## config.mk

```make
export PLATFORM = sky130hd
export DESIGN_NAME = top_k_elite_tracker
export DESIGN_NICKNAME = d
export VERILOG_FILES = /design/src/sv/tket_pkg.sv /design/src/sv/tket_store.sv /design/src/sv/tket_ctrl.sv /design/src/sv/top_k_elite_tracker.sv
export SDC_FILE = /design/constraint.sdc
export NUM_CORES = 1
export LEC_CHECK = 0
export ABC_AREA = 1
export BUFFER_PORTS_ARGS = -buffer_cell sky130_fd_sc_hd__buf_2
export CORE_ASPECT_RATIO = 1.2
export CORE_MARGIN = 8
export CORE_UTILIZATION = 40
export DETAILED_ROUTE_END_ITERATION = 8
export REMOVE_ABC_BUFFERS = 1
export SYNTH_ARGS = -nofsm -noshare
export SYNTH_HDL_FRONTEND = slang
export SYNTH_SLANG_ARGS = --single-unit
export TNS_END_PERCENT = 20
```

## constraint.sdc

```tcl
create_clock -name clk -period 9.26 [get_ports clk]
set_input_delay 1.852 -clock clk [delete_from_list [all_inputs] [get_ports clk]]
set_output_delay 1.852 -clock clk [all_outputs]
set_load 0.005 [all_outputs]
```

## src/sv/tket_pkg.sv

```systemverilog
`timescale 1ns / 1ps
`default_nettype none
// ----------------------------------------------------------------------------
// tket_pkg: shared types and constants of the elite tracker
// Item layouts, stored entry layout, operation codes and sequencer states.
// ----------------------------------------------------------------------------
package tket_pkg;

    localparam int unsigned LIST_DEPTH_DEFAULT = 8;

    localparam logic [1:0] OP_REGISTER = 2'd0;
    localparam logic [1:0] OP_NEW_GEN  = 2'd1;
    localparam logic [1:0] OP_READ     = 2'd2;

    typedef struct packed {
        logic [1:0]         operation;
        logic signed [31:0] fitness;
        logic [15:0]        payload_tag;
        logic [15:0]        food_amount;
        logic               has_payload;
        logic [2:0]         read_slot;
    } in_item_t;

    typedef struct packed {
        logic               inserted;
        logic [2:0]         insert_rank;
        logic               evicted_valid;
        logic [15:0]        evicted_tag;
        logic               entry_valid;
        logic signed [31:0] entry_fitness;
        logic [15:0]        entry_food;
        logic [15:0]        entry_tag;
        logic [3:0]         list_count;
        logic signed [31:0] best_fitness;
        logic [31:0]        generation_number;
        logic [31:0]        evaluated_count;
    } out_item_t;

    typedef struct packed {
        logic signed [31:0] fitness;
        logic [15:0]        food;
        logic [15:0]        tag;
    } entry_t;

    typedef struct packed {
        logic rd_en;
        logic wr_en;
    } mem_ctl_t;

    typedef enum logic [3:0] {
        S_IDLE,
        S_DISPATCH,
        S_SCAN_RD,
        S_SCAN_CMP,
        S_EVICT_RD,
        S_EVICT_CAP,
        S_SHIFT_RD,
        S_SHIFT_WR,
        S_WRITE,
        S_READ_RD,
        S_READ_CAP,
        S_DONE
    } state_t;

endpackage
`default_nettype wire

```

## src/sv/tket_store.sv

```systemverilog
`timescale 1ns / 1ps
`default_nettype none
// ----------------------------------------------------------------------------
// tket_store: ranked entry memory
// One write port and one read port with registered read data.
// ----------------------------------------------------------------------------
module tket_store #(
    parameter int unsigned LIST_DEPTH = tket_pkg::LIST_DEPTH_DEFAULT,
    parameter int unsigned AW = (LIST_DEPTH > 1) ? $clog2(LIST_DEPTH) : 1
) (
    input  wire                 clk,
    input  tket_pkg::mem_ctl_t  ctl,
    input  wire [AW-1:0]        rd_addr,
    input  wire [AW-1:0]        wr_addr,
    input  tket_pkg::entry_t    wr_data,
    output tket_pkg::entry_t    rd_data
);

    tket_pkg::entry_t mem [LIST_DEPTH];
    tket_pkg::entry_t rd_data_reg;

    always_ff @(posedge clk)
    begin
        if (ctl.wr_en)
        begin
            mem[wr_addr] <= wr_data;
        end
    end

    always_ff @(posedge clk)
    begin
        if (ctl.rd_en)
        begin
            rd_data_reg <= mem[rd_addr];
        end
    end

    assign rd_data = rd_data_reg;

endmodule
`default_nettype wire

```

## src/sv/tket_ctrl.sv

```systemverilog
`timescale 1ns / 1ps
`default_nettype none
// ----------------------------------------------------------------------------
// tket_ctrl: sequencer and counters of the elite tracker
// Scans the ranks one at a time with a single comparator, then moves the
// lower entries down one slot per step through the shared memory port.
// ----------------------------------------------------------------------------
module tket_ctrl #(
    parameter int unsigned LIST_DEPTH = tket_pkg::LIST_DEPTH_DEFAULT,
    parameter int unsigned AW = (LIST_DEPTH > 1) ? $clog2(LIST_DEPTH) : 1
) (
    input  wire                 clk,
    input  wire                 rst_n,
    input  wire                 req_valid,
    output logic                req_stall,
    input  tket_pkg::in_item_t  req,
    output logic                res_valid,
    input  wire                 res_take,
    output tket_pkg::out_item_t res,
    output tket_pkg::mem_ctl_t  mem_ctl,
    output logic [AW-1:0]       mem_rd_addr,
    output logic [AW-1:0]       mem_wr_addr,
    output tket_pkg::entry_t    mem_wr_data,
    input  tket_pkg::entry_t    mem_rd_data
);

    localparam int unsigned CW = $clog2(LIST_DEPTH + 1);
    localparam int unsigned SW = (CW > 3) ? CW : 3;

    tket_pkg::state_t state_reg, state_next;

    tket_pkg::in_item_t item_reg;
    logic [CW-1:0]      count_reg;
    logic [CW-1:0]      idx_reg;
    logic [CW-1:0]      pos_reg;
    logic [CW-1:0]      j_reg;
    logic [31:0]        gen_reg;
    logic [31:0]        eval_reg;
    logic signed [31:0] best_reg;

    logic               inserted_reg;
    logic [2:0]         rank_reg;
    logic               evicted_valid_reg;
    logic [15:0]        evicted_tag_reg;
    logic               entry_valid_reg;
    tket_pkg::entry_t   entry_reg;

    logic          accept;
    logic          full;
    logic [CW-1:0] top;
    logic [CW-1:0] j_minus1;
    logic          idx_end;
    logic          idx_open;
    logic          beats;
    logic          slot_ok;

    assign accept   = req_valid && !req_stall;
    assign full     = (count_reg == CW'(LIST_DEPTH));
    assign top      = full ? CW'(LIST_DEPTH - 1) : count_reg;
    assign j_minus1 = j_reg - CW'(1);
    assign idx_end  = (idx_reg == CW'(LIST_DEPTH));
    assign idx_open = (idx_reg >= count_reg);
    assign beats    = ($signed(item_reg.fitness) > $signed(mem_rd_data.fitness));
    assign slot_ok  = (SW'(item_reg.read_slot) < SW'(count_reg));

    // Next state.
    always_comb
    begin
        state_next = state_reg;
        unique case (state_reg)
            tket_pkg::S_IDLE:
            begin
                if (req_valid)
                begin
                    state_next = tket_pkg::S_DISPATCH;
                end
            end
            tket_pkg::S_DISPATCH:
            begin
                case (item_reg.operation)
                    tket_pkg::OP_REGISTER:
                        state_next = item_reg.has_payload ? tket_pkg::S_SCAN_RD
                                                          : tket_pkg::S_DONE;
                    tket_pkg::OP_READ:
                        state_next = slot_ok ? tket_pkg::S_READ_RD : tket_pkg::S_DONE;
                    default:
                        state_next = tket_pkg::S_DONE;
                endcase
            end
            tket_pkg::S_SCAN_RD:
            begin
                if (idx_end)
                begin
                    state_next = tket_pkg::S_DONE;
                end
                else if (idx_open)
                begin
                    state_next = tket_pkg::S_SHIFT_RD;
                end
                else
                begin
                    state_next = tket_pkg::S_SCAN_CMP;
                end
            end
            tket_pkg::S_SCAN_CMP:
            begin
                if (beats)
                begin
                    state_next = full ? tket_pkg::S_EVICT_RD : tket_pkg::S_SHIFT_RD;
                end
                else
                begin
                    state_next = tket_pkg::S_SCAN_RD;
                end
            end
            tket_pkg::S_EVICT_RD:  state_next = tket_pkg::S_EVICT_CAP;
            tket_pkg::S_EVICT_CAP: state_next = tket_pkg::S_SHIFT_RD;
            tket_pkg::S_SHIFT_RD:
            begin
                state_next = (j_reg > pos_reg) ? tket_pkg::S_SHIFT_WR
                                               : tket_pkg::S_WRITE;
            end
            tket_pkg::S_SHIFT_WR:  state_next = tket_pkg::S_SHIFT_RD;
            tket_pkg::S_WRITE:     state_next = tket_pkg::S_DONE;
            tket_pkg::S_READ_RD:   state_next = tket_pkg::S_READ_CAP;
            tket_pkg::S_READ_CAP:  state_next = tket_pkg::S_DONE;
            tket_pkg::S_DONE:
            begin
                if (res_take)
                begin
                    state_next = tket_pkg::S_IDLE;
                end
            end
            default: state_next = tket_pkg::S_IDLE;
        endcase
    end

    // Outputs: handshake and memory port.
    always_comb
    begin
        req_stall     = 1'b1;
        res_valid     = 1'b0;
        mem_ctl.rd_en = 1'b0;
        mem_ctl.wr_en = 1'b0;
        mem_rd_addr   = idx_reg[AW-1:0];
        mem_wr_addr   = pos_reg[AW-1:0];
        mem_wr_data   = mem_rd_data;
        unique case (state_reg)
            tket_pkg::S_IDLE:
            begin
                req_stall = 1'b0;
            end
            tket_pkg::S_SCAN_RD:
            begin
                mem_ctl.rd_en = 1'b1;
            end
            tket_pkg::S_EVICT_RD:
            begin
                mem_ctl.rd_en = 1'b1;
                mem_rd_addr   = AW'(LIST_DEPTH - 1);
            end
            tket_pkg::S_SHIFT_RD:
            begin
                mem_ctl.rd_en = 1'b1;
                mem_rd_addr   = j_minus1[AW-1:0];
            end
            tket_pkg::S_SHIFT_WR:
            begin
                mem_ctl.wr_en = 1'b1;
                mem_wr_addr   = j_reg[AW-1:0];
            end
            tket_pkg::S_WRITE:
            begin
                mem_ctl.wr_en       = 1'b1;
                mem_wr_data.fitness = item_reg.fitness;
                mem_wr_data.food    = item_reg.food_amount;
                mem_wr_data.tag     = item_reg.payload_tag;
            end
            tket_pkg::S_READ_RD:
            begin
                mem_ctl.rd_en = 1'b1;
                mem_rd_addr   = AW'(item_reg.read_slot);
            end
            tket_pkg::S_DONE:
            begin
                res_valid = 1'b1;
            end
            default:
            begin
            end
        endcase
    end

    always_comb
    begin
        res.inserted          = inserted_reg;
        res.insert_rank       = rank_reg;
        res.evicted_valid     = evicted_valid_reg;
        res.evicted_tag       = evicted_tag_reg;
        res.entry_valid       = entry_valid_reg;
        res.entry_fitness     = entry_reg.fitness;
        res.entry_food        = entry_reg.food;
        res.entry_tag         = entry_reg.tag;
        res.list_count        = 4'(count_reg);
        res.best_fitness      = best_reg;
        res.generation_number = gen_reg;
        res.evaluated_count   = eval_reg;
    end

    always_ff @(posedge clk or negedge rst_n)
    begin
        if (!rst_n)
        begin
            state_reg         <= tket_pkg::S_IDLE;
            count_reg         <= '0;
            idx_reg           <= '0;
            pos_reg           <= '0;
            j_reg             <= '0;
            gen_reg           <= 32'd1;
            eval_reg          <= '0;
            best_reg          <= '0;
            inserted_reg      <= 1'b0;
            rank_reg          <= '0;
            evicted_valid_reg <= 1'b0;
            entry_valid_reg   <= 1'b0;
        end
        else
        begin
            state_reg <= state_next;
            if (accept)
            begin
                inserted_reg      <= 1'b0;
                rank_reg          <= '0;
                evicted_valid_reg <= 1'b0;
                entry_valid_reg   <= 1'b0;
            end
            unique case (state_reg)
                tket_pkg::S_DISPATCH:
                begin
                    idx_reg <= '0;
                    if (item_reg.operation == tket_pkg::OP_NEW_GEN)
                    begin
                        gen_reg  <= gen_reg + 32'd1;
                        eval_reg <= '0;
                    end
                end
                tket_pkg::S_SCAN_RD:
                begin
                    if (idx_end)
                    begin
                        // Full list and nothing beaten: only the count moves.
                        eval_reg <= eval_reg + 32'd1;
                    end
                    else if (idx_open)
                    begin
                        pos_reg <= idx_reg;
                        j_reg   <= top;
                    end
                end
                tket_pkg::S_SCAN_CMP:
                begin
                    if (beats)
                    begin
                        pos_reg <= idx_reg;
                        j_reg   <= top;
                    end
                    else
                    begin
                        idx_reg <= idx_reg + CW'(1);
                    end
                end
                tket_pkg::S_EVICT_CAP:
                begin
                    evicted_valid_reg <= 1'b1;
                end
                tket_pkg::S_SHIFT_WR:
                begin
                    j_reg <= j_minus1;
                end
                tket_pkg::S_WRITE:
                begin
                    inserted_reg <= 1'b1;
                    rank_reg     <= 3'(pos_reg);
                    eval_reg     <= eval_reg + 32'd1;
                    if (!full)
                    begin
                        count_reg <= count_reg + CW'(1);
                    end
                    if (pos_reg == '0)
                    begin
                        best_reg <= item_reg.fitness;
                    end
                end
                tket_pkg::S_READ_CAP:
                begin
                    entry_valid_reg <= 1'b1;
                end
                default:
                begin
                end
            endcase
        end
    end

    // Payload registers; the entry and tag fields are cleared with the item.
    always_ff @(posedge clk)
    begin
        if (accept)
        begin
            item_reg        <= req;
            evicted_tag_reg <= '0;
            entry_reg       <= '0;
        end
        else if (state_reg == tket_pkg::S_EVICT_CAP)
        begin
            evicted_tag_reg <= mem_rd_data.tag;
        end
        else if (state_reg == tket_pkg::S_READ_CAP)
        begin
            entry_reg <= mem_rd_data;
        end
    end

    // The list never grows past its depth.
    assert property (@(posedge clk) disable iff (!rst_n)
        count_reg <= CW'(LIST_DEPTH))
        else $error("entry count above list depth");

    // An eviction is only started on a full list.
    assert property (@(posedge clk) disable iff (!rst_n)
        (state_reg == tket_pkg::S_EVICT_RD) |-> full)
        else $error("eviction on a list that is not full");

    // A write into a list that is not full grows it by exactly one.
    assert property (@(posedge clk) disable iff (!rst_n)
        (state_reg == tket_pkg::S_WRITE && !full)
            |=> count_reg == $past(count_reg + CW'(1)))
        else $error("entry count did not grow on insertion");

    // The generation only moves when an item is dispatched.
    assert property (@(posedge clk) disable iff (!rst_n)
        (state_reg != tket_pkg::S_DISPATCH) |=> $stable(gen_reg))
        else $error("generation changed outside dispatch");

    // The comparator only looks at stored ranks.
    assert property (@(posedge clk) disable iff (!rst_n)
        (state_reg == tket_pkg::S_SCAN_CMP) |-> (idx_reg < count_reg))
        else $error("scan compared beyond the stored entries");

endmodule
`default_nettype wire

```

## src/sv/top_k_elite_tracker.sv

```systemverilog
`timescale 1ns / 1ps
`default_nettype none
// ----------------------------------------------------------------------------
// top_k_elite_tracker: sorted list of the best scored entries
// Keeps the LIST_DEPTH highest-fitness entries in rank order.
// ----------------------------------------------------------------------------
// Usage: an item on the req channel is either a scored entry to register, a
// new-generation mark, or a read of one rank. Each item gives exactly one
// item on the rsp channel, with the insert or read fields and the current
// list count, best fitness, generation and evaluated count.
// The block works on one item at a time. A new-generation item passes from
// dispatch to done, a read reads and captures its rank, and a register item
// with a payload scans for its place, captures the evicted tag on a full
// list, moves the lower entries down and writes the new entry. The memory
// ports and the single comparator step through the list one rank at a time,
// first to find the place and then to move the lower entries down. The next
// item is taken only once the sequencer is idle again, after the previous
// result has left it.
// req_stall is low only while the sequencer is idle. The output register
// holds a result while rsp_stall is high; the next item may already be
// accepted then, and its result waits until the register is free.
// Reset empties the list, sets the generation to 1 and the evaluated count
// to 0; the entry memory is not cleared, as no read reaches an empty rank.
// ----------------------------------------------------------------------------
module top_k_elite_tracker #(
    parameter int unsigned LIST_DEPTH = tket_pkg::LIST_DEPTH_DEFAULT
) (
    input  wire                 clk,
    input  wire                 rst_n,
    input  wire                 req_valid,
    output logic                req_stall,
    input  tket_pkg::in_item_t  req,
    output logic                rsp_valid,
    input  wire                 rsp_stall,
    output tket_pkg::out_item_t rsp
);

    localparam int unsigned AW = (LIST_DEPTH > 1) ? $clog2(LIST_DEPTH) : 1;

    tket_pkg::mem_ctl_t  mem_ctl;
    logic [AW-1:0]       mem_rd_addr;
    logic [AW-1:0]       mem_wr_addr;
    tket_pkg::entry_t    mem_wr_data;
    tket_pkg::entry_t    mem_rd_data;
    logic                res_valid;
    logic                res_take;
    tket_pkg::out_item_t res;

    logic                rsp_valid_reg;
    tket_pkg::out_item_t rsp_reg;

    assign res_take = !rsp_valid_reg || !rsp_stall;

    tket_ctrl #(
        .LIST_DEPTH (LIST_DEPTH),
        .AW         (AW)
    ) u_ctrl (
        .clk         (clk),
        .rst_n       (rst_n),
        .req_valid   (req_valid),
        .req_stall   (req_stall),
        .req         (req),
        .res_valid   (res_valid),
        .res_take    (res_take),
        .res         (res),
        .mem_ctl     (mem_ctl),
        .mem_rd_addr (mem_rd_addr),
        .mem_wr_addr (mem_wr_addr),
        .mem_wr_data (mem_wr_data),
        .mem_rd_data (mem_rd_data)
    );

    tket_store #(
        .LIST_DEPTH (LIST_DEPTH),
        .AW         (AW)
    ) u_store (
        .clk     (clk),
        .ctl     (mem_ctl),
        .rd_addr (mem_rd_addr),
        .wr_addr (mem_wr_addr),
        .wr_data (mem_wr_data),
        .rd_data (mem_rd_data)
    );

    always_ff @(posedge clk or negedge rst_n)
    begin
        if (!rst_n)
        begin
            rsp_valid_reg <= 1'b0;
        end
        else if (res_take)
        begin
            rsp_valid_reg <= res_valid;
        end
    end

    always_ff @(posedge clk)
    begin
        if (res_take && res_valid)
        begin
            rsp_reg <= res;
        end
    end

    assign rsp_valid = rsp_valid_reg;
    assign rsp       = rsp_reg;

endmodule
`default_nettype wire
```

==> out/qor.csv, run 1 <==
metric,value,unit
synthMuxAreaShare,0.869,%
ys_types,48,
seq_area,29700,sq um
io_pins,262,
path_max_fanout,95,
coreArea,99800,sq um
highest_layer,met5,
synth_xor_area_share,1.05,%
grt_pass1_wl,149000,um
skew,0.0339,ns
leakage,17.3,nW
synth_ff_type,edfxtp_1,
p_sw_share,33.4,%
tritoncts,yes,
first_iter_violations,1869,
synth-simple-area-share,12.7,%
crit_top_cell,nor2_1,
synth-compound-area-share,7.11,%
wl_per_cell,20.1,um
netSwitchingPower,5.08,mW
startpoint_type,flop,
fillers,8947,
fp.dieArea,111000,sq um
rows,127,
cts_sinks,1035,
power.density,328,nW/um^2
htreeDepth,3,
crit_chain,inv_1 > nand2_2 > nor2_4 > nor2_2 > a21oi_4 > buf_4 > buf_4 > nor2_1 > nor2_1 > o21ai_1 > nand2_1 > nor2_1 > a31oi_1,
start_util,40.3,%
max_freq,224,MHz
holdBufCountCts,0,
cts_buffer_depth,3,
hold_ws,0.415,ns
place.port_buffers,261,
crit_buf_inv,3,
synth-edff-count,832,
min_path_type,reg -> reg,
total_power,15.2,mW
synth_top_family_by_area,simple AND/OR/NAND/NOR gates,
min_period,4.47,ns
status,completed,
setup_viol,0,
stdcell_count,4894,
synthArstFlopShare,11.9,%
chipHeight,363,um
fin_crit_sh,48.3,%
clkLatencyLatePin,0.66,ns
slew-limit-headroom,23.8,%
p_comb_share,27.3,%
p_int,10.1,mW
cp.arrival,4.96,ns
end_kind,flop,
grt_max_degree,130,
antenna_found_initial,5,
finalHoldViolCount,0,
cts_root_buf,clkbuf_16,
multiInputGateArea,9460,sq um
met1_length,42300,um
max_cap_violations,0,
synth_area_leaders,"edfxtp_1 (62%), dfrtp_1 (7.6%), nor2_1 (7.2%)",
worstMarginPinSlew,1.14,ns
cp.required,9.75,ns
seq_area_frac_synth,73.9,%
irDropWorstVdd,0.287,mV
final_nets,3637,
drt_wl_total,98300,um
wl_met2,47500,um
synth_cells,3263,
yosys.area_share.adder,1.53,%
slowest_stage,buf_4,
numCtsBuffers,102,
dp_hpwl,56400,um
ctsResizeCount,0,
first_pass_iters,5,
largest_reg_flops,512,
vias_per_cell,5.11,
synth-seq-cells,1035,
vias,25014,
final_util,46.4,%
sequentialPowerShare,45.0,%
synthTopCellsByCount,"edfxtp_1 (832), nor2_1 (767), nand2_1 (378)",
yosys.area.top_type,edfxtp_1,
yosys_warnings,0,
drc,0,
place.gp.congestion,0.887,
drv_slew,0,
avgSynthCellArea,12.3,sq um
grt_overflow,0,
clk_pin_slew,0.06,ns
grt_pass1_vias,24518,
rsz0062_at_grt,no,
synth_top_area_share,62.2,%
netlist_area,40200,sq um
cts_setup_buffers,0,
die_w,305,um
clockPowerShare,27.7,%
ant_nets,0,
grt_usage,17.3,%
crit_path_max_incr_delay,0.98,ns
dp_cells,4700,
critPathTopFamily,buffers and inverters,
syn_to_final_growth,15.2,%
met3_length,6180,um
synth.most_common_cell,edfxtp_1,
setup.worst_path.class,reg -> reg,
drive_gt1_share,14.9,%
## logic make-up (layout without fill, tap and decap cells)
kind of cell	after synthesis	in the layout
DFF	1035	1035
and+or+nand+nor	1278	1278
xor gates and xnor gates	48	48
AOI/OAI and AO/OA	542	542
adders and majority gates	49	49
muxes	31	31
other	0	2
buffers and inverters	280	619
## area by class of cell
type                    count  share of cell area, %
clock buffers             146                   6.24
clock inverters            46                   1.17
multi-input cells        1948                   20.5
repair buffers            292                   3.39
inverters                 135                   1.12
flip-flops and latches   1035                   64.1
diodes                      2                 0.0108
well taps                1290                   3.49
## stage by stage
stage	setup slack, ns	area [sq um]	setup TNS (ns)
floorplan	-1.11	39500	-207.38
global placement	4.92	42800	0
detailed placement	4.83	42800	0
CTS	4.80	46300	0
global route	4.36	46300	0
finish	4.79	46300	0
## per-layer routing
metal	vias to the layer above	GRT usage (%)
li1	11866	-
met1	12220	22.7
met2	780	29.5
met3	146	3.01
met4	2	5.39
met5	-	0
## cell usage in the layout (no fill, tap or decap), types with 29 or more instances in the layout
master / instances
nand3_1: 41
dfrtp_1: 122
clkbuf_16: 103
xor2_1: 30
inv_1: 126
edfxtp_1: 832
o21ai_1: 101
ha_1: 49
a21oi_1: 65
a31oi_1: 67
dfxtp_1: 80
buf_2: 260
nand2_1: 376
mux2_2: 31
o21ai_0: 296
buf_4: 29
nor2_1: 756
## power by group through the flow
stage | registers [mW] | clock network, mW | logic [mW]
floorplan | 6.84 | 0 | 2.92
global placement | 6.92 | 0 | 4.10
detailed placement | 6.93 | 0 | 4.19
CTS | 6.85 | 4.30 | 4.21
global route | 6.92 | 4.49 | 4.73
finish | 6.84 | 4.21 | 4.14
## path summary, 6_finish.rpt
check / slack, ns / cells past startpoint / end / from
min: 0.42 / 0 / rsp[79] / u_ctrl.best_reg[15]
max: 4.79 / 13 / u_store.rd_data[29] / u_ctrl.state_reg[2]
max in group asynchronous: 6.74 / 2 / u_ctrl.idx_reg[3] / rst_n
min reg2reg: 0.42 / 0 / rsp[79] / u_ctrl.best_reg[15]
min in group asynchronous: 1.22 / 1 / u_ctrl.eval_reg[27] / rst_n
max reg2reg: 4.79 / 13 / u_store.rd_data[29] / u_ctrl.state_reg[2]
(Power assumes the default switching activity.)
==> run 2, diff against run 1 <==
--- a/config.mk
+++ b/config.mk
@@ -5,7 +5,7 @@
 export SDC_FILE = /design/constraint.sdc
 export NUM_CORES = 1
 export LEC_CHECK = 0
-export ABC_AREA = 1
+export ABC_AREA = 0
 export BUFFER_PORTS_ARGS = -buffer_cell sky130_fd_sc_hd__buf_2
 export CORE_ASPECT_RATIO = 1.2
 export CORE_MARGIN = 8
==> constraint.sdc (replaced) <==
create_clock -name clk -period 3.9 [get_ports clk]
set_input_delay 0.78 -clock clk [delete_from_list [all_inputs] [get_ports clk]]
set_output_delay 0.78 -clock clk [all_outputs]
set_load 0.005 [all_outputs]
==> run 2 against run 1 <==
  * Combinational power grew to 2.7 times the previous value
  * Clock skew grew 0.0022 ns
  * Via count shrank 1.6%
  * Largest power group unchanged
  * Non-clock buffer count grew 25
  * Critical path type unchanged
==> out/qor.csv, run 2 <==
metric,value,unit,change
dp_hpwl,55300,um,-1.9%
die_w,304,um,-0.26%
start_util,40.2,%,-0.095 points
fillers,8769,,-2.0%
numCtsBuffers,101,,-0.98%
drv_slew,0,,unchanged
grt_overflow,0,,unchanged
vias_per_cell,5.15,,+0.69%
vias,24615,,-1.6%
p_int,24.7,mW,+140%
synth.most_common_cell,nand2_1,,
synth-seq-cells,1035,,unchanged
min_path_type,in -> async,,
ys_types,72,,+50%
netSwitchingPower,12.9,mW,+150%
drive_gt1_share,15.5,%,+0.65 points
highest_layer,met5,,
avgSynthCellArea,12.7,sq um,+3.4%
grt_pass1_wl,148000,um,-0.78%
drt_wl_total,96600,um,-1.8%
seq_area_frac_synth,74.3,%,+0.41 points
first_iter_violations,1792,,-4.1%
total_power,37.6,mW,+150%
synthTopCellsByCount,"nand2_1 (946), edfxtp_1 (832), nand3_1 (353)",,
place.port_buffers,261,,unchanged
max_cap_violations,0,,unchanged
ant_nets,0,,unchanged
synth-edff-count,832,,unchanged
end_kind,flop,,
p_sw_share,34.3,%,+0.83 points
cts_buffer_depth,3,,unchanged
place.gp.congestion,0.783,,-12%
coreArea,99500,sq um,-0.32%
rows,127,,unchanged
pre_cts_ws,0.479,ns,-4.35 ns
io_pins,262,,unchanged
netlist_area,39900,sq um,-0.55%
met3_length,5690,um,-8.1%
largest_reg_flops,512,,unchanged
wl_met2,45800,um,-3.7%
holdBufCountCts,0,,unchanged
cts_setup_buffers,0,,unchanged
finalHoldViolCount,0,,unchanged
final_nets,3525,,-3.1%
synth_top_area_share,62.5,%,+0.35 points
crit_path_max_incr_delay,0.84,ns,-0.14 ns
first_pass_iters,5,,unchanged
worstMarginPinSlew,1.04,ns,-0.104 ns
clk_pin_slew,0.07,ns,about the same
chipHeight,362,um,-0.27%
final_cell_mix,"nand2_1 (944), edfxtp_1 (832), nand3_1 (353), buf_2 (260), dfrtp_1 (122)",,
sequentialPowerShare,43.4,%,-1.6 points
worst_slack,0.432,ns,-4.35 ns
fin_crit_sh,88.9,%,+41 points
ctsResizeCount,0,,unchanged
ff2ff_setup_slack,0.43,ns,-4.35 ns
tritoncts,yes,,
yosys_warnings,0,,unchanged
stdcell_count,4783,,-2.3%
power.density,807,nW/um^2,+150%
synth_cells,3139,,-3.8%
drc,0,,unchanged
fp.dieArea,110000,sq um,-0.53%
min_period,3.47,ns,-1.01 ns
path_max_fanout,13,,-86%
syn_to_final_growth,16.7,%,
clkLatencyLatePin,0.67,ns,about the same
cts_root_buf,clkbuf_16,,
setup_viol,0,,unchanged
wl_per_cell,20.2,um,+0.51%
slew-limit-headroom,30.7,%,+6.9 points
clockPowerShare,26.8,%,-0.9 points
dp_cells,4589,,-2.4%
startpoint_type,flop,,
cp-startpoint,u_store.rd_data[54],,
met1_length,42700,um,+1.0%
grt_max_degree,105,,-19%
grt_pass1_vias,24022,,-2.0%
irDropWorstVdd,0.681,mV,+140%
leakage,17.5,nW,+0.69%
synth_area_leaders,"edfxtp_1 (63%), nand2_1 (8.9%), dfrtp_1 (7.6%)",,
r2r-start,u_store.rd_data[54],,
status,completed,,
max_freq,288,MHz,+29%
crit_chain,inv_1 > ha_1 > nand4_1 > nor4_1 > and3_1 > a311o_1 > o31ai_2 > buf_4 > or3b_1 > a211oi_1,,
rsz0062_at_grt,no,,
yosys.area.top_type,edfxtp_1,,
slowest_stage,nor4_1,,
cts_sinks,1035,,unchanged
grt_usage,17.2,%,-0.16 points
p_comb_share,29.8,%,+2.5 points
antenna_found_initial,5,,unchanged
cp.required,4.47,ns,-5.28 ns
skew,0.0361,ns,+0.00223 ns
cp.arrival,4.04,ns,-0.92 ns
htreeDepth,3,,unchanged
setup.worst_path.class,reg -> reg,,
final_util,46.8,%,+0.49 points
final_common_cell,nand2_1,,
synthArstFlopShare,11.9,%,unchanged
synth_ff_type,edfxtp_1,,
## run 2: changes by cell type after synthesis, moves of 62 or more
cell     previous run  this run
nand2_1           378       946
o21ai_0           296        77
nand3_1            43       353
nor2_1            767        59
a31oi_1            67         5
inv_1             127        53
## run 2: stage by stage
step           hold slack (ns)  instance area, sq um  TNS (ns)
2_1_floorplan            0.408                 39300  -2847.83
3_3_place_gp             0.412                 43100         0
3_5_place_dp             0.415                 43100         0
4_1_cts                 0.0843                 46600         0
5_1_grt                  0.131                 46600         0
6_report                 0.111                 46600         0
## run 2: worst max-delay path: cells and delay by family (launching register included)
kind | cells | cell delay, ns
adder cells (fa/ha/maj) | 1 | 0.30
AND/OR/NAND/NOR | 4 | 1.92
flip-flops | 1 | 0.38
buffers and inverters | 2 | 0.26
AO/OA/AOI/OAI | 3 | 0.49
## run 2: kinds of logic (layout without fill, tap and decap cells)
logic type                 count (synthesis)  in the layout  synth area share [%]
AOI/OAI and AO/OA                        280            280                  3.89
xor gates and xnor gates                  57             57                  1.25
adders and majority gates                 49             49                  1.53
buffers and inverters                    211            563                  2.18
DFF                                     1035           1035                  74.3
muxes                                     42             42                  1.17
other                                      0              2                     0
and+or+nand+nor                         1465           1465                  15.7
## run 2: final timing paths
path	endpoint	depth (start not counted)
setup / recovery	u_ctrl.idx_reg[2]	10
min in group clk	u_ctrl.item_reg[55]	1
hold / removal	u_ctrl.eval_reg[7]	1
max in group asynchronous	u_ctrl.best_reg[0]	2
setup reg to reg	u_ctrl.idx_reg[2]	10
hold reg to reg	rsp[166]	0
## run 2: final cells by class
class	count	area (sq um)	area share, %
tap	1290	1610	3.46
multi-input combinational	1893	9590	20.6
clock buffer	151	2940	6.31
sequential	1035	29700	63.7
inverter	54	208	0.446
clock inverter	41	523	1.12
antenna	2	5.00	0.0107
timing repair buffer	317	2060	4.42
## run 2: power by group through the flow
| stage | clock, mW | sequential, mW | combinational, mW |
|---|---|---|---|
| after global routing | 10.7 | 16.5 | 12.6 |
| after floorplan | 0 | 16.2 | 6.29 |
| after detailed placement | 0 | 16.5 | 11.3 |
| after global placement | 0 | 16.5 | 11.1 |
| final | 10.1 | 16.3 | 11.2 |
| after CTS | 10.3 | 16.3 | 11.4 |
## run 2: per-layer routing
layer / track usage [%] / vias to the layer above
met4: 5.18 / 6
met2: 28.4 / 647
met5: 0 / -
met3: 3.19 / 148
li1: - / 11634
met1: 23.1 / 12180
==> run 3, diff against run 2 <==
--- a/config.mk
+++ b/config.mk
@@ -10,8 +10,9 @@
 export CORE_ASPECT_RATIO = 1.2
 export CORE_MARGIN = 8
 export CORE_UTILIZATION = 40
+export CTS_CLUSTER_SIZE = 25
 export DETAILED_ROUTE_END_ITERATION = 8
-export REMOVE_ABC_BUFFERS = 1
+export SLEW_MARGIN = 25
 export SYNTH_ARGS = -nofsm -noshare
 export SYNTH_HDL_FRONTEND = slang
 export SYNTH_SLANG_ARGS = --single-unit
==> run 3 against run 2 <==
  * Critical path depth is the same
  * Final cell count grew 0.52%
  * Register-to-register slack is essentially flat
  * Sequential share of layout area shrank 0.26 points
  * Flip-flop and latch count is the same
  * Core utilization grew 0.19 points
  * Count of clock-buffer cells in the layout shrank 2
  * Clock power is essentially flat
  * Clock skew is essentially flat
  * Combinational power grew 4%
  * Fmax shrank 0.11%
  * Die area is the same
  * Critical path type unchanged
  * Largest cell class unchanged
  * Largest power group unchanged
==> out/qor.csv, run 3 (synthesized netlist as in run 2, its figures left out) <==
metric,value,unit,change
power.density,807,nW/um^2,about the same
cts_root_buf,clkbuf_16,,
final_cell_mix,"nand2_1 (944), edfxtp_1 (832), nand3_1 (352), buf_2 (260), dfrtp_1 (122)",,
synth_nets,3262,,
total_power,37.8,mW,+0.49%
path_max_fanout,12,,-1
skew,0.0359,ns,-0.000149 ns
cts_buffer_depth,3,,unchanged
multiInputGateArea,9600,sq um,+0.13%
die_w,304,um,unchanged
first_pass_iters,5,,unchanged
clkLatencyLatePin,0.69,ns,+0.02 ns
dp_hpwl,56300,um,+1.8%
start_util,40.2,%,unchanged
vias,24354,,-1.1%
io_pins,262,,unchanged
cp-startpoint,u_store.rd_data[63],,
fillers,8840,,+0.81%
cts_sinks,1035,,unchanged
min_period,3.47,ns,+0.00376 ns
worst_slack,0.428,ns,-0.00376 ns
setup.worst_path.class,reg -> reg,,
drt_wl_total,94800,um,-1.8%
grt_usage,16.9,%,-0.31 points
max_cap_violations,0,,unchanged
slew-limit-headroom,31.1,%,+0.44 points
ff2ff_setup_slack,0.43,ns,about the same
max_freq,288,MHz,-0.11%
setup_viol,0,,unchanged
syn_to_final_growth,17.1,%,
leakage,17.6,nW,+0.65%
cp.required,4.50,ns,+0.03 ns
drv_slew,0,,unchanged
drc,0,,unchanged
chipHeight,362,um,unchanged
reg2reg_depth,10,,unchanged
place.gp.congestion,0.809,,+3.3%
rr_endpoint,u_ctrl.idx_reg[2],,
drive_gt1_share,16.3,%,+0.77 points
first_iter_violations,1532,,-15%
rsz0062_at_grt,no,,
r2r-start,u_store.rd_data[63],,
worstSetupEndpoint,u_ctrl.idx_reg[2],,
grt_overflow,0,,unchanged
cts_setup_buffers,0,,unchanged
numCtsBuffers,102,,+0.99%
ctsResizeCount,0,,unchanged
finalHoldViolCount,0,,unchanged
htreeDepth,3,,unchanged
min_path_type,in -> async,,
tritoncts,yes,,
irDropWorstVdd,0.741,mV,+8.9%
worstMarginPinSlew,1.03,ns,-0.00910 ns
status,completed,,
grt_max_degree,103,,-1.9%
fp.dieArea,110000,sq um,unchanged
largest_reg_flops,512,,unchanged
cp.arrival,4.07,ns,+0.03 ns
ant_nets,0,,unchanged
grt_pass1_vias,24192,,+0.71%
final_nets,3550,,+0.71%
holdBufCountCts,0,,unchanged
antenna_found_initial,1,,-4
vias_per_cell,5.07,,-1.6%
final_common_cell,nand2_1,,
clk_pin_slew,0.07,ns,about the same
end_kind,flop,,
grt_pass1_wl,146000,um,-1.3%
pre_cts_ws,0.424,ns,-0.0551 ns
seq_area,29700,sq um,unchanged
startpoint_type,flop,,
coreArea,99500,sq um,unchanged
rows,127,,unchanged
wl_per_cell,19.7,um,-2.3%
fin_crit_sh,89.0,%,+0.097 points
place.port_buffers,261,,unchanged
[run 3: cell types whose count changed in the layout (fill, tap and decap cells not counted), moves of 3 or more]
cell / change
buf_4: +23
bufinv_16: -4
clkinv_2: +4
clkinvlp_4: +4
clkbuf_1: -3
[run 3: power by group]
group | total [mW] | internal [mW] | switching, mW
logic | 11.6 | 3.67 | 7.91
clock network | 9.97 | 5.76 | 4.21
registers | 16.2 | 15.3 | 0.954
[run 3: final cells by class]
cell class / count / share of cell area [%]
tap: 1290 / 3.45
clock buffer: 149 / 6.31
timing repair buffer: 341 / 4.81
inverter: 54 / 0.444
sequential: 1035 / 63.4
clock inverter: 44 / 1.05
antenna: 2 / 0.0107
multi-input combinational: 1893 / 20.5
[run 3: how the worst min path moves through the flow]
stage | start | end | slack, ns | cells after the start
global route | rst_n | u_ctrl.gen_reg[26] | 0.15 | 1
floorplan | u_ctrl.res[100] | rsp[100] | 0.41 | 0
global placement | u_ctrl.evicted_tag_reg[4] | rsp[169] | 0.41 | 0
detailed placement | u_ctrl.evicted_tag_reg[4] | rsp[169] | 0.42 | 0
finish | rst_n | u_ctrl.gen_reg[25] | 0.14 | 1
CTS | rst_n | u_ctrl.gen_reg[25] | 0.11 | 1
[run 3: routing by layer]
metal  vias up  wire length (um)  GRT usage, %
li1      11707                 -             -
met1     11973             42100          22.4
met2       535             46200          28.5
met3       139              4030          2.45
met4         0              2460          5.65
met5         -                 0             0
[run 3: critical path, cell delays in order, from the launching register on]
cell,delay [ns]
edfxtp_1,0.42
inv_1,0.08
ha_1,0.29
nand4_1,0.24
nor4_1,0.77
and3_1,0.50
a311o_1,0.19
o31ai_2,0.08
buf_4,0.20
or3b_1,0.38
a211oi_1,0.23
[run 3: through the flow]
stage	hold slack, ns	area (sq um)	setup TNS [ns]	cells	utilization [%]
6_report	0.136	46800	0	4808	47.0
3_5_place_dp	0.416	43300	0	4613	43.6
2_1_floorplan	0.408	40000	-407.46	3139	-
5_1_grt	0.149	46800	0	4806	47.0
4_1_cts	0.107	46800	0	4806	47.0
3_3_place_gp	0.412	43300	0	4613	43.6
